--- src/rtl/core/mr_pkg.sv ---
// Shared types and constants for the Miller-Rabin round block.
// Control word layout, datapath flags, verdict codes and widths.
// No dependencies.
package mr_pkg;

    localparam int NUM_WIDTH  = 62;
    localparam int WORD_WIDTH = 31;
    // multiplier operand width: wide enough for a candidate and for a random word
    localparam int MUL_Y_WIDTH = (NUM_WIDTH > WORD_WIDTH) ? NUM_WIDTH : WORD_WIDTH;
    // trailing-zero count of n-1 stays below NUM_WIDTH
    localparam int K_WIDTH = $clog2(NUM_WIDTH);
    localparam int PC_WIDTH = 5;

    localparam logic [1:0] VERDICT_COMPOSITE = 2'd0;
    localparam logic [1:0] VERDICT_PROBABLE  = 2'd1;
    localparam logic [1:0] VERDICT_PRIME     = 2'd2;

    typedef logic [PC_WIDTH-1:0] t_pc;

    typedef enum logic [3:0] {
        OP_NOP,
        OP_ACCEPT,
        OP_BASE,
        OP_HALVE,
        OP_MUL_RB,
        OP_SQ_B,
        OP_SETV,
        OP_SQ_V,
        OP_EMIT_COMP,
        OP_EMIT_PASS,
        OP_EMIT_PRIME
    } t_op;

    typedef enum logic [3:0] {
        C_NEVER,
        C_ALWAYS,
        C_NOT_VALID,
        C_N_TWO,
        C_N_BAD,
        C_Q_ODD,
        C_E_ZERO,
        C_E_EVEN,
        C_R_PASS,
        C_I_DONE,
        C_V_NM1
    } t_cond;

    typedef struct packed {
        t_op   op;
        t_cond cond;
        t_pc   target;
    } t_ctrl;

    typedef struct packed {
        logic step_done;
        logic in_valid;
        logic n_two;
        logic n_bad;
        logic q_odd;
        logic e_zero;
        logic e_even;
        logic r_pass;
        logic i_done;
        logic v_nm1;
    } t_flags;

endpackage

--- src/rtl/core/mr_modmul.sv ---
// Serial modular multiplier: (x * y) mod m by double-and-add, one bit of y per cycle.
// Depends on mr_pkg.
module mr_modmul (
    input  logic                              i_clk,
    input  logic                              i_rst_n,
    input  logic                              i_start,
    input  logic [mr_pkg::NUM_WIDTH-1:0]      i_x,
    input  logic [mr_pkg::MUL_Y_WIDTH-1:0]    i_y,
    input  logic [mr_pkg::NUM_WIDTH-1:0]      i_m,
    output logic                              o_done,
    output logic [mr_pkg::NUM_WIDTH-1:0]      o_prod
);

    logic                              r_busy;
    logic [mr_pkg::NUM_WIDTH-1:0]      r_x;
    logic [mr_pkg::MUL_Y_WIDTH-1:0]    r_y;
    logic [mr_pkg::NUM_WIDTH-1:0]      r_acc;
    logic [mr_pkg::NUM_WIDTH-1:0]      r_m;

    logic [mr_pkg::NUM_WIDTH:0]        acc_sum;
    logic [mr_pkg::NUM_WIDTH:0]        x_dbl;
    logic [mr_pkg::NUM_WIDTH-1:0]      n_acc;
    logic [mr_pkg::NUM_WIDTH-1:0]      n_x;

    // operands stay below m, so one conditional subtract reduces each sum
    always_comb begin
        acc_sum = {1'b0, r_acc} + {1'b0, r_x};
        x_dbl   = {r_x, 1'b0};
        if (acc_sum >= {1'b0, r_m}) begin
            acc_sum = acc_sum - {1'b0, r_m};
        end
        if (x_dbl >= {1'b0, r_m}) begin
            x_dbl = x_dbl - {1'b0, r_m};
        end
        n_acc = r_y[0] ? acc_sum[mr_pkg::NUM_WIDTH-1:0] : r_acc;
        n_x   = x_dbl[mr_pkg::NUM_WIDTH-1:0];
    end

    assign o_done = r_busy && (r_y == '0);
    assign o_prod = r_acc;

    always_ff @(posedge i_clk) begin
        if (!i_rst_n) begin
            r_busy <= 1'b0;
        end else if (i_start) begin
            r_busy <= 1'b1;
        end else if (o_done) begin
            r_busy <= 1'b0;
        end
    end

    always_ff @(posedge i_clk) begin
        if (i_start) begin
            r_x   <= i_x;
            r_y   <= i_y;
            r_m   <= i_m;
            r_acc <= '0;
        end else if (r_busy && (r_y != '0)) begin
            r_acc <= n_acc;
            r_x   <= n_x;
            r_y   <= r_y >> 1;
        end
    end

endmodule

--- src/rtl/core/mr_datapath.sv ---
// Datapath of the Miller-Rabin round: operand registers, the shared serial
// multiplier, the output word register and the flags the sequencer tests.
// Depends on mr_pkg and mr_modmul.
module mr_datapath (
    input  logic                             i_clk,
    input  logic                             i_rst_n,
    input  mr_pkg::t_ctrl                    i_ctrl,
    input  logic                             i_in_valid,
    input  logic [mr_pkg::NUM_WIDTH-1:0]     i_candidate,
    input  logic [mr_pkg::WORD_WIDTH-1:0]    i_random_word,
    input  logic                             i_out_stall,
    output mr_pkg::t_flags                   o_flags,
    output logic                             o_in_stall,
    output logic                             o_out_valid,
    output logic [1:0]                       o_verdict
);

    localparam int W  = mr_pkg::NUM_WIDTH;
    localparam int YW = mr_pkg::MUL_Y_WIDTH;
    localparam int KW = mr_pkg::K_WIDTH;

    logic [W-1:0]                     r_n;
    logic [mr_pkg::WORD_WIDTH-1:0]    r_word;
    logic [W-1:0]                     r_q;     // q during split, then the exponent
    logic [KW-1:0]                    r_k;
    logic [KW-1:0]                    r_i;
    logic [W-1:0]                     r_base;
    logic [W-1:0]                     r_r;
    logic [W-1:0]                     r_v;
    logic                             r_run;
    logic                             r_out_valid;
    logic [1:0]                       r_verdict;

    logic             is_mul;
    logic             mm_start;
    logic             mm_done;
    logic [W-1:0]     mm_prod;
    logic [W-1:0]     mm_x;
    logic [YW-1:0]    mm_y;
    logic [W-1:0]     mm_m;
    logic [W-1:0]     n_minus1;
    logic             accept;
    logic             emit_ok;
    logic             is_emit;
    logic             mul_fin;
    logic             step_done;

    assign n_minus1 = r_n - W'(1);
    assign is_mul   = (i_ctrl.op == mr_pkg::OP_BASE) || (i_ctrl.op == mr_pkg::OP_MUL_RB) ||
                      (i_ctrl.op == mr_pkg::OP_SQ_B) || (i_ctrl.op == mr_pkg::OP_SQ_V);
    assign is_emit  = (i_ctrl.op == mr_pkg::OP_EMIT_COMP) ||
                      (i_ctrl.op == mr_pkg::OP_EMIT_PASS) ||
                      (i_ctrl.op == mr_pkg::OP_EMIT_PRIME);
    assign mm_start = is_mul && !r_run;
    assign mul_fin  = is_mul && r_run && mm_done;
    assign emit_ok  = !r_out_valid || !i_out_stall;
    assign accept   = (i_ctrl.op == mr_pkg::OP_ACCEPT) && i_in_valid;

    assign o_in_stall  = (i_ctrl.op != mr_pkg::OP_ACCEPT) || !i_rst_n;
    assign o_out_valid = r_out_valid;
    assign o_verdict   = r_verdict;

    always_comb begin
        mm_x = r_r;
        mm_y = YW'(r_base);
        mm_m = r_n;
        case (i_ctrl.op)
            mr_pkg::OP_BASE: begin
                // word mod (n-1) as 1 * word mod (n-1)
                mm_x = W'(1);
                mm_y = YW'(r_word);
                mm_m = n_minus1;
            end
            mr_pkg::OP_MUL_RB: begin
                mm_x = r_r;
                mm_y = YW'(r_base);
            end
            mr_pkg::OP_SQ_B: begin
                mm_x = r_base;
                mm_y = YW'(r_base);
            end
            mr_pkg::OP_SQ_V: begin
                mm_x = r_v;
                mm_y = YW'(r_v);
            end
            default: begin
                mm_x = r_r;
            end
        endcase
    end

    always_comb begin
        if (is_mul) begin
            step_done = mul_fin;
        end else if (is_emit) begin
            step_done = emit_ok;
        end else begin
            step_done = 1'b1;
        end
    end

    mr_modmul u_modmul (
        .i_clk   (i_clk),
        .i_rst_n (i_rst_n),
        .i_start (mm_start),
        .i_x     (mm_x),
        .i_y     (mm_y),
        .i_m     (mm_m),
        .o_done  (mm_done),
        .o_prod  (mm_prod)
    );

    always_comb begin
        o_flags.step_done = step_done;
        o_flags.in_valid  = i_in_valid;
        o_flags.n_two     = (r_n == W'(2));
        o_flags.n_bad     = (r_n <= W'(1)) || !r_n[0];
        o_flags.q_odd     = r_q[0];
        o_flags.e_zero    = (r_q == '0);
        o_flags.e_even    = !r_q[0];
        o_flags.r_pass    = (r_r == W'(1)) || (r_r == n_minus1);
        o_flags.i_done    = (r_i >= r_k);
        o_flags.v_nm1     = (r_v == n_minus1);
    end

    always_ff @(posedge i_clk) begin
        if (!i_rst_n) begin
            r_run       <= 1'b0;
            r_out_valid <= 1'b0;
        end else begin
            if (mm_start) begin
                r_run <= 1'b1;
            end else if (mul_fin) begin
                r_run <= 1'b0;
            end
            if (is_emit && emit_ok) begin
                r_out_valid <= 1'b1;
            end else if (!i_out_stall) begin
                r_out_valid <= 1'b0;
            end
        end
    end

    always_ff @(posedge i_clk) begin
        if (accept) begin
            r_n    <= i_candidate;
            r_word <= i_random_word;
            r_q    <= i_candidate - W'(1);
            r_k    <= '0;
            r_r    <= W'(1);
        end
        case (i_ctrl.op)
            mr_pkg::OP_HALVE: begin
                r_q <= r_q >> 1;
                r_k <= r_k + KW'(1);
            end
            mr_pkg::OP_BASE: begin
                if (mul_fin) begin
                    r_base <= mm_prod + W'(1);
                end
            end
            mr_pkg::OP_MUL_RB: begin
                if (mul_fin) begin
                    r_r <= mm_prod;
                end
            end
            mr_pkg::OP_SQ_B: begin
                if (mul_fin) begin
                    r_base <= mm_prod;
                    r_q    <= r_q >> 1;
                end
            end
            mr_pkg::OP_SETV: begin
                r_v <= r_r;
                r_i <= KW'(1);
            end
            mr_pkg::OP_SQ_V: begin
                if (mul_fin) begin
                    r_v <= mm_prod;
                    r_i <= r_i + KW'(1);
                end
            end
            mr_pkg::OP_EMIT_COMP: begin
                if (emit_ok) begin
                    r_verdict <= mr_pkg::VERDICT_COMPOSITE;
                end
            end
            mr_pkg::OP_EMIT_PASS: begin
                if (emit_ok) begin
                    r_verdict <= mr_pkg::VERDICT_PROBABLE;
                end
            end
            mr_pkg::OP_EMIT_PRIME: begin
                if (emit_ok) begin
                    r_verdict <= mr_pkg::VERDICT_PRIME;
                end
            end
            default: begin
                r_v <= r_v;
            end
        endcase
    end

endmodule

--- src/rtl/core/mr_seq.sv ---
// Microcode sequencer: step counter, control store and jump-condition select.
// Depends on mr_pkg.
module mr_seq (
    input  logic              i_clk,
    input  logic              i_rst_n,
    input  mr_pkg::t_flags    i_flags,
    output mr_pkg::t_ctrl     o_ctrl
);

    localparam mr_pkg::t_pc S_WAIT  = 5'd0;
    localparam mr_pkg::t_pc S_SPLIT = 5'd4;
    localparam mr_pkg::t_pc S_POW   = 5'd6;
    localparam mr_pkg::t_pc S_SQB   = 5'd9;
    localparam mr_pkg::t_pc S_CHECK = 5'd10;
    localparam mr_pkg::t_pc S_LOOP  = 5'd11;
    localparam mr_pkg::t_pc S_COMP  = 5'd15;
    localparam mr_pkg::t_pc S_PASS  = 5'd16;
    localparam mr_pkg::t_pc S_PRIME = 5'd17;

    function automatic mr_pkg::t_ctrl rom_word(input mr_pkg::t_pc pc);
        mr_pkg::t_ctrl w;
        w = '{op: mr_pkg::OP_NOP, cond: mr_pkg::C_ALWAYS, target: S_WAIT};
        case (pc)
            5'd0:  w = '{op: mr_pkg::OP_ACCEPT,     cond: mr_pkg::C_NOT_VALID, target: S_WAIT};
            5'd1:  w = '{op: mr_pkg::OP_NOP,        cond: mr_pkg::C_N_TWO,     target: S_PRIME};
            5'd2:  w = '{op: mr_pkg::OP_NOP,        cond: mr_pkg::C_N_BAD,     target: S_COMP};
            5'd3:  w = '{op: mr_pkg::OP_BASE,       cond: mr_pkg::C_NEVER,     target: S_WAIT};
            5'd4:  w = '{op: mr_pkg::OP_NOP,        cond: mr_pkg::C_Q_ODD,     target: S_POW};
            5'd5:  w = '{op: mr_pkg::OP_HALVE,      cond: mr_pkg::C_ALWAYS,    target: S_SPLIT};
            5'd6:  w = '{op: mr_pkg::OP_NOP,        cond: mr_pkg::C_E_ZERO,    target: S_CHECK};
            5'd7:  w = '{op: mr_pkg::OP_NOP,        cond: mr_pkg::C_E_EVEN,    target: S_SQB};
            5'd8:  w = '{op: mr_pkg::OP_MUL_RB,     cond: mr_pkg::C_NEVER,     target: S_WAIT};
            5'd9:  w = '{op: mr_pkg::OP_SQ_B,       cond: mr_pkg::C_ALWAYS,    target: S_POW};
            5'd10: w = '{op: mr_pkg::OP_SETV,       cond: mr_pkg::C_R_PASS,    target: S_PASS};
            5'd11: w = '{op: mr_pkg::OP_NOP,        cond: mr_pkg::C_I_DONE,    target: S_COMP};
            5'd12: w = '{op: mr_pkg::OP_SQ_V,       cond: mr_pkg::C_NEVER,     target: S_WAIT};
            5'd13: w = '{op: mr_pkg::OP_NOP,        cond: mr_pkg::C_V_NM1,     target: S_PASS};
            5'd14: w = '{op: mr_pkg::OP_NOP,        cond: mr_pkg::C_ALWAYS,    target: S_LOOP};
            5'd15: w = '{op: mr_pkg::OP_EMIT_COMP,  cond: mr_pkg::C_ALWAYS,    target: S_WAIT};
            5'd16: w = '{op: mr_pkg::OP_EMIT_PASS,  cond: mr_pkg::C_ALWAYS,    target: S_WAIT};
            5'd17: w = '{op: mr_pkg::OP_EMIT_PRIME, cond: mr_pkg::C_ALWAYS,    target: S_WAIT};
            default: w = '{op: mr_pkg::OP_NOP, cond: mr_pkg::C_ALWAYS, target: S_WAIT};
        endcase
        return w;
    endfunction

    mr_pkg::t_pc r_pc;
    mr_pkg::t_pc n_pc;
    logic        take;

    assign o_ctrl = rom_word(r_pc);

    always_comb begin
        case (o_ctrl.cond)
            mr_pkg::C_NEVER:     take = 1'b0;
            mr_pkg::C_ALWAYS:    take = 1'b1;
            mr_pkg::C_NOT_VALID: take = !i_flags.in_valid;
            mr_pkg::C_N_TWO:     take = i_flags.n_two;
            mr_pkg::C_N_BAD:     take = i_flags.n_bad;
            mr_pkg::C_Q_ODD:     take = i_flags.q_odd;
            mr_pkg::C_E_ZERO:    take = i_flags.e_zero;
            mr_pkg::C_E_EVEN:    take = i_flags.e_even;
            mr_pkg::C_R_PASS:    take = i_flags.r_pass;
            mr_pkg::C_I_DONE:    take = i_flags.i_done;
            mr_pkg::C_V_NM1:     take = i_flags.v_nm1;
            default:             take = 1'b0;
        endcase
        if (!i_flags.step_done) begin
            n_pc = r_pc;
        end else if (take) begin
            n_pc = o_ctrl.target;
        end else begin
            n_pc = r_pc + mr_pkg::t_pc'(1);
        end
    end

    always_ff @(posedge i_clk) begin
        if (!i_rst_n) begin
            r_pc <= S_WAIT;
        end else begin
            r_pc <= n_pc;
        end
    end

endmodule

--- src/rtl/core/miller_rabin_round.sv ---
// Miller-Rabin round, top level: microcode sequencer plus datapath.
// Depends on mr_pkg, mr_seq, mr_datapath (and mr_modmul below it).
//
// Usage:
//   Input channel (i_in_valid / o_in_stall) carries one word: a candidate n
//   and a random word. Output channel (o_out_valid / i_out_stall) returns one
//   verdict per input word: 0 composite, 1 passed the round, 2 prime (n = 2).
//   A word is taken only in the sequencer's wait step; the block works on one
//   candidate at a time.
// Timing:
//   Special cases (n < 3 or even) skip the exponentiation. Otherwise the base
//   reduction and every modular multiply run on the single serial multiplier,
//   which sets the rate: for a 62-bit n about 124 multiplies.
//   The verdict lands in an output register; the next input word is taken
//   while it waits. A stalled verdict holds, and the sequencer waits at its
//   emit step only if a new verdict is ready before the old one is taken.
// Reset: synchronous, active low; the sequencer returns to the wait step and
//   the output register empties. No clearing pass is needed.
module miller_rabin_round (
    input  logic                             i_clk,
    input  logic                             i_rst_n,
    input  logic                             i_in_valid,
    input  logic [mr_pkg::NUM_WIDTH-1:0]     i_candidate,
    input  logic [mr_pkg::WORD_WIDTH-1:0]    i_random_word,
    output logic                             o_in_stall,
    output logic                             o_out_valid,
    output logic [1:0]                       o_verdict,
    input  logic                             i_out_stall
);

    mr_pkg::t_ctrl  ctrl;
    mr_pkg::t_flags flags;

    mr_seq u_seq (
        .i_clk   (i_clk),
        .i_rst_n (i_rst_n),
        .i_flags (flags),
        .o_ctrl  (ctrl)
    );

    mr_datapath u_dp (
        .i_clk         (i_clk),
        .i_rst_n       (i_rst_n),
        .i_ctrl        (ctrl),
        .i_in_valid    (i_in_valid),
        .i_candidate   (i_candidate),
        .i_random_word (i_random_word),
        .i_out_stall   (i_out_stall),
        .o_flags       (flags),
        .o_in_stall    (o_in_stall),
        .o_out_valid   (o_out_valid),
        .o_verdict     (o_verdict)
    );

endmodule

--- config.mk ---
export PLATFORM = sky130hd
export DESIGN_NAME = miller_rabin_round
export DESIGN_NICKNAME = d
export VERILOG_FILES = /design/src/rtl/core/mr_pkg.sv /design/src/rtl/core/mr_modmul.sv /design/src/rtl/core/mr_datapath.sv /design/src/rtl/core/mr_seq.sv /design/src/rtl/core/miller_rabin_round.sv
export SDC_FILE = /design/constraint.sdc
export NUM_CORES = 2
export LEC_CHECK = 0
export BUFFER_PORTS_ARGS = -buffer_cell sky130_fd_sc_hd__buf_2
export CAP_MARGIN = 20
export CORE_MARGIN = 2
export CORE_UTILIZATION = 25
export CTS_BUF_LIST = sky130_fd_sc_hd__clkbuf_8 sky130_fd_sc_hd__clkbuf_16
export DETAILED_ROUTE_END_ITERATION = 7
export GPL_TIMING_DRIVEN = 0
export PLACE_DENSITY = 0.49
export SETUP_SLACK_MARGIN = 0.15
export SLEW_MARGIN = 10
export SYNTH_ARGS = -nofsm -noshare
export SYNTH_HDL_FRONTEND = slang
export SYNTH_SLANG_ARGS = --single-unit
--- constraint.sdc ---
create_clock -name i_clk -period 7.35 [get_ports i_clk]
set_input_delay 0.735 -clock i_clk [delete_from_list [all_inputs] [get_ports i_clk]]
set_output_delay 0.735 -clock i_clk [all_outputs]
set_load 0.01 [all_outputs]
==> metrics.cfg <==
[outcome]
status = completed

[drt]
antenna_left = 0
detail_route.first_pass.iterations = 7
num_vias = 39977
totalWireLength_um = 189000
vias_per_cell = 5.29
routedWlPerCell_um = 25.0
drt_iter0_drc = 4597
drc = 0

[sta]
min_period_ns = 7.04
skew_ns = 0.0199
rsz0062_at_grt = false
timing.fmax_ghz = 0.142
fin_ws_ns = 0.310
slew_headroom_pct = 18.0
fin_setup_tns_ns = 0
hold_violations = 0
final-setup-viol-count = 0
max_slew.worst_pin.slew_ns = 1.21
period_share_pct = 95.8
maxSlewViolCount = 0

[clock_tree]
tritoncts = built
cts_made_buffers = 76
clock_sinks = 624
ctsLongestPathBuffers = 3
clk_pin_slew_ns = 0.07
clk_latency_ns = 0.67
hold_buffers = 0
htreeDepth = 3
cts-root-buf = clkbuf_16

[finish]
post-route-util_pct = 29.1
fillCellCount = 18586
drive_gt1_share_pct = 7.92
area_delta_synth_final_pct = 15.8
nets = 5471

[logic_synthesis]
syn_avg_cell_area_um2 = 8.84
ys_warn_count = 0
synth-seq-area-share_pct = 38.1
postSynthCellCount = 4946
syn-cell-area_um2 = 43700
synth_cell_type_count = 102
synth_edf_count = 417
synth-seq-cells = 624
ys.flop_type = edfxtp_1
synth-async-reset-ratio_pct = 0
syn-num-nets = 5251

[power_and_ir_drop]
p_clk_share_pct = 16.9
powerDensity_nw_per_um2 = 466
ir_drop_v = 0.000250
switching_share_pct = 47.1
p_switching_mw = 11.1
seqPwrFrac_pct = 24.9
p_int_mw = 12.5
total_leakage_power_nw = 19.2
p_comb_share_pct = 58.2

[critical_path]
rrSetupSlack_ns = 0.31
critPathBufInv = 5
r2r-end = u_dp.u_modmul.o_prod[43]
rr_startpoint = u_dp.u_modmul.r_x[3]
startpoint_type = flop
crit_slowest_cell = or4_4
crit_family = compound AO/OA/AOI/OAI gates
max_stage_delay_ns = 0.59
crit_fanout = 10
end_kind = flop
critical_path_class = reg2reg
critPathRequiredTime_ns = 7.85
r2r_cells = 27
arrival_ns = 7.54

[hold_path]
hold_path.class = in2reg
hold_path.startpoint = i_random_word[26]
hold_end = u_dp.r_word[26]
hold_depth = 1

[place]
gp_congestion = 0.942
place_hpwl_um = 156000
port_buffers = 99
post-place-ws_ns = -2.78

[global_route]
track_usage_pct = 20.5
grt_max_degree = 57
first_global_vias = 37731
antenna_found_initial = 6
grt_pass1_wl_um = 268000
grt_overflow = 0

[die]
coreArea_um2 = 174000
fp.dieW_um = 422
start_util_pct = 25.1
rows = 153
die_h_um = 422
dieArea_um2 = 178000
ioPinCount = 101

[flow_run]
drv_cap = 0

-- how the worst max path moves through the flow --
| stage | start | endpoint | cells past startpoint | slack [ns] |
|---|---|---|---|---|
| final | u_dp.u_modmul.r_x[3] | u_dp.u_modmul.o_prod[43] | 27 | 0.31 |
| after global placement | u_dp.u_modmul.o_prod[6] | u_dp.u_modmul.o_prod[21] | 26 | -3.02 |
| after floorplan | u_dp.u_modmul.r_x[0] | u_dp.u_modmul.o_prod[18] | 27 | 0.79 |
| after CTS | u_dp.u_modmul.r_x[0] | u_dp.u_modmul.o_prod[3] | 28 | 0.16 |
| after detailed placement | u_dp.u_modmul.o_prod[6] | u_dp.u_modmul.o_prod[29] | 26 | -2.78 |
| after global routing | u_dp.u_modmul.r_x[0] | u_dp.u_modmul.o_prod[24] | 27 | 0.16 |
-- cell families after synthesis --
group                      Yosys count  synth area share (%)
AOI/OAI and AO/OA                 1183                  18.0
xor gates and xnor gates           474                  10.1
muxes                              122                  2.82
and+or+nand+nor                   1911                  21.2
adders and majority gates          208                  6.01
buffers and inverters              424                  3.74
DFF                                624                  38.1
-- registers in the layout, summed over array words and instances, names as in the netlist --
| signal | cells |
|---|---|
| u_dp.u_modmul.r_y | 62 |
| u_dp.r_n | 62 |
| u_dp.u_modmul.r_busy | 1 |
| u_dp.r_v | 62 |
| u_dp.r_run | 1 |
| u_seq.r_pc | 5 |
| u_dp.r_k | 6 |
| u_dp.u_modmul.r_x | 62 |
| u_dp.r_q | 62 |
| u_dp.o_out_valid | 1 |
| u_dp.r_word | 31 |
| u_dp.r_i | 6 |
| u_seq.o_ctrl | 13 |
| u_dp.u_modmul.o_prod | 62 |
| u_dp.o_verdict | 2 |
| u_dp.r_r | 62 |
| u_dp.u_modmul.r_m | 62 |
| u_dp.r_base | 62 |
-- Yosys cell counts (144+ instances only) --
cell | count | area share (%)
nor2_1 | 394 | 3.4
a21oi_1 | 323 | 3.7
edfxtp_1 | 417 | 29
nand3_1 | 173 | 2.0
inv_1 | 144 | 1.2
xor2_1 | 166 | 3.3
o21ai_0 | 221 | 2.5
ha_1 | 205 | 5.9
nand2_1 | 697 | 6.0
dfxtp_1 | 207 | 9.5
xnor2_1 | 290 | 5.8
clkbuf_1 | 238 | 2.0
-- power by group through the flow --
stage / sequential, mW / combinational, mW / clock [mW]
floorplan: 5.42 / 9.52 / 0
global placement: 5.98 / 12.9 / 0
detailed placement: 5.88 / 13.0 / 0
CTS: 5.82 / 13.5 / 4.05
global route: 5.92 / 15.0 / 4.18
finish: 5.87 / 13.7 / 3.99
-- metal layers --
metal / wire, µm / track usage, % / up-vias
met4: 9750 / 9.68 / 0
met3: 12200 / 2.17 / 314
met5: 0 / 0 / -
met1: 82500 / 27.6 / 19330
li1: - / - / 18732
met2: 84700 / 32.9 / 1601
-- placed cells by master, fill, tap and decap left out, types with 25 or more instances in the layout --
cell type  count
nand2_1      695
edfxtp_1     417
nor2_1       392
a21oi_1      320
xnor2_1      290
clkbuf_1     221
o21ai_0      219
ha_1         204
dfxtp_1      199
nand3_1      173
xor2_1       166
inv_1        159
a21o_1       127
buf_2        116
mux2i_1      115
nor3_1       106
nor4_1        90
clkbuf_16     82
nand4_1       81
a31oi_1       63
a222oi_1      58
and3_1        52
nand2b_1      51
or3_1         44
a22oi_1       44
a211oi_1      43
a221oi_1      35
o21a_1        34
nor2b_1       29
or4_1         29
o211ai_1      27
o21bai_1      27
buf_1         25
-- cell type report --
class | instances | area [µm²] | area share [%]
Tap cell | 2325 | 2910 | 5.75
Buffer | 277 | 1170 | 2.31
Clock buffer | 83 | 2050 | 4.06
Timing Repair Buffer | 142 | 942 | 1.86
Antenna cell | 4 | 10.0 | 0.0198
Multi-Input combinational cell | 3898 | 25700 | 50.9
Sequential cell | 624 | 16700 | 33.0
Inverter | 147 | 554 | 1.10
Clock inverter | 56 | 542 | 1.07
-- metrics by stage --
stage	instance area (µm²)	hold slack (ns)	cells	power, mW
finish	50600	0.242	7556	23.6
CTS	50400	0.212	7544	23.3
global route	50600	0.220	7553	25.1
global placement	47100	0.463	7370	18.9
floorplan	43700	0.439	4946	14.9
detailed placement	47500	0.475	7393	18.9
-- repair_timing --
action	in CTS	in global routing
hold endpoints to repair	0	0
gates resized for setup	62	34
buffers inserted	12	5
endpoints found under the setup margin	75	69
pin swaps	7	6
Note: power is estimated with default switching activity, not from simulation.
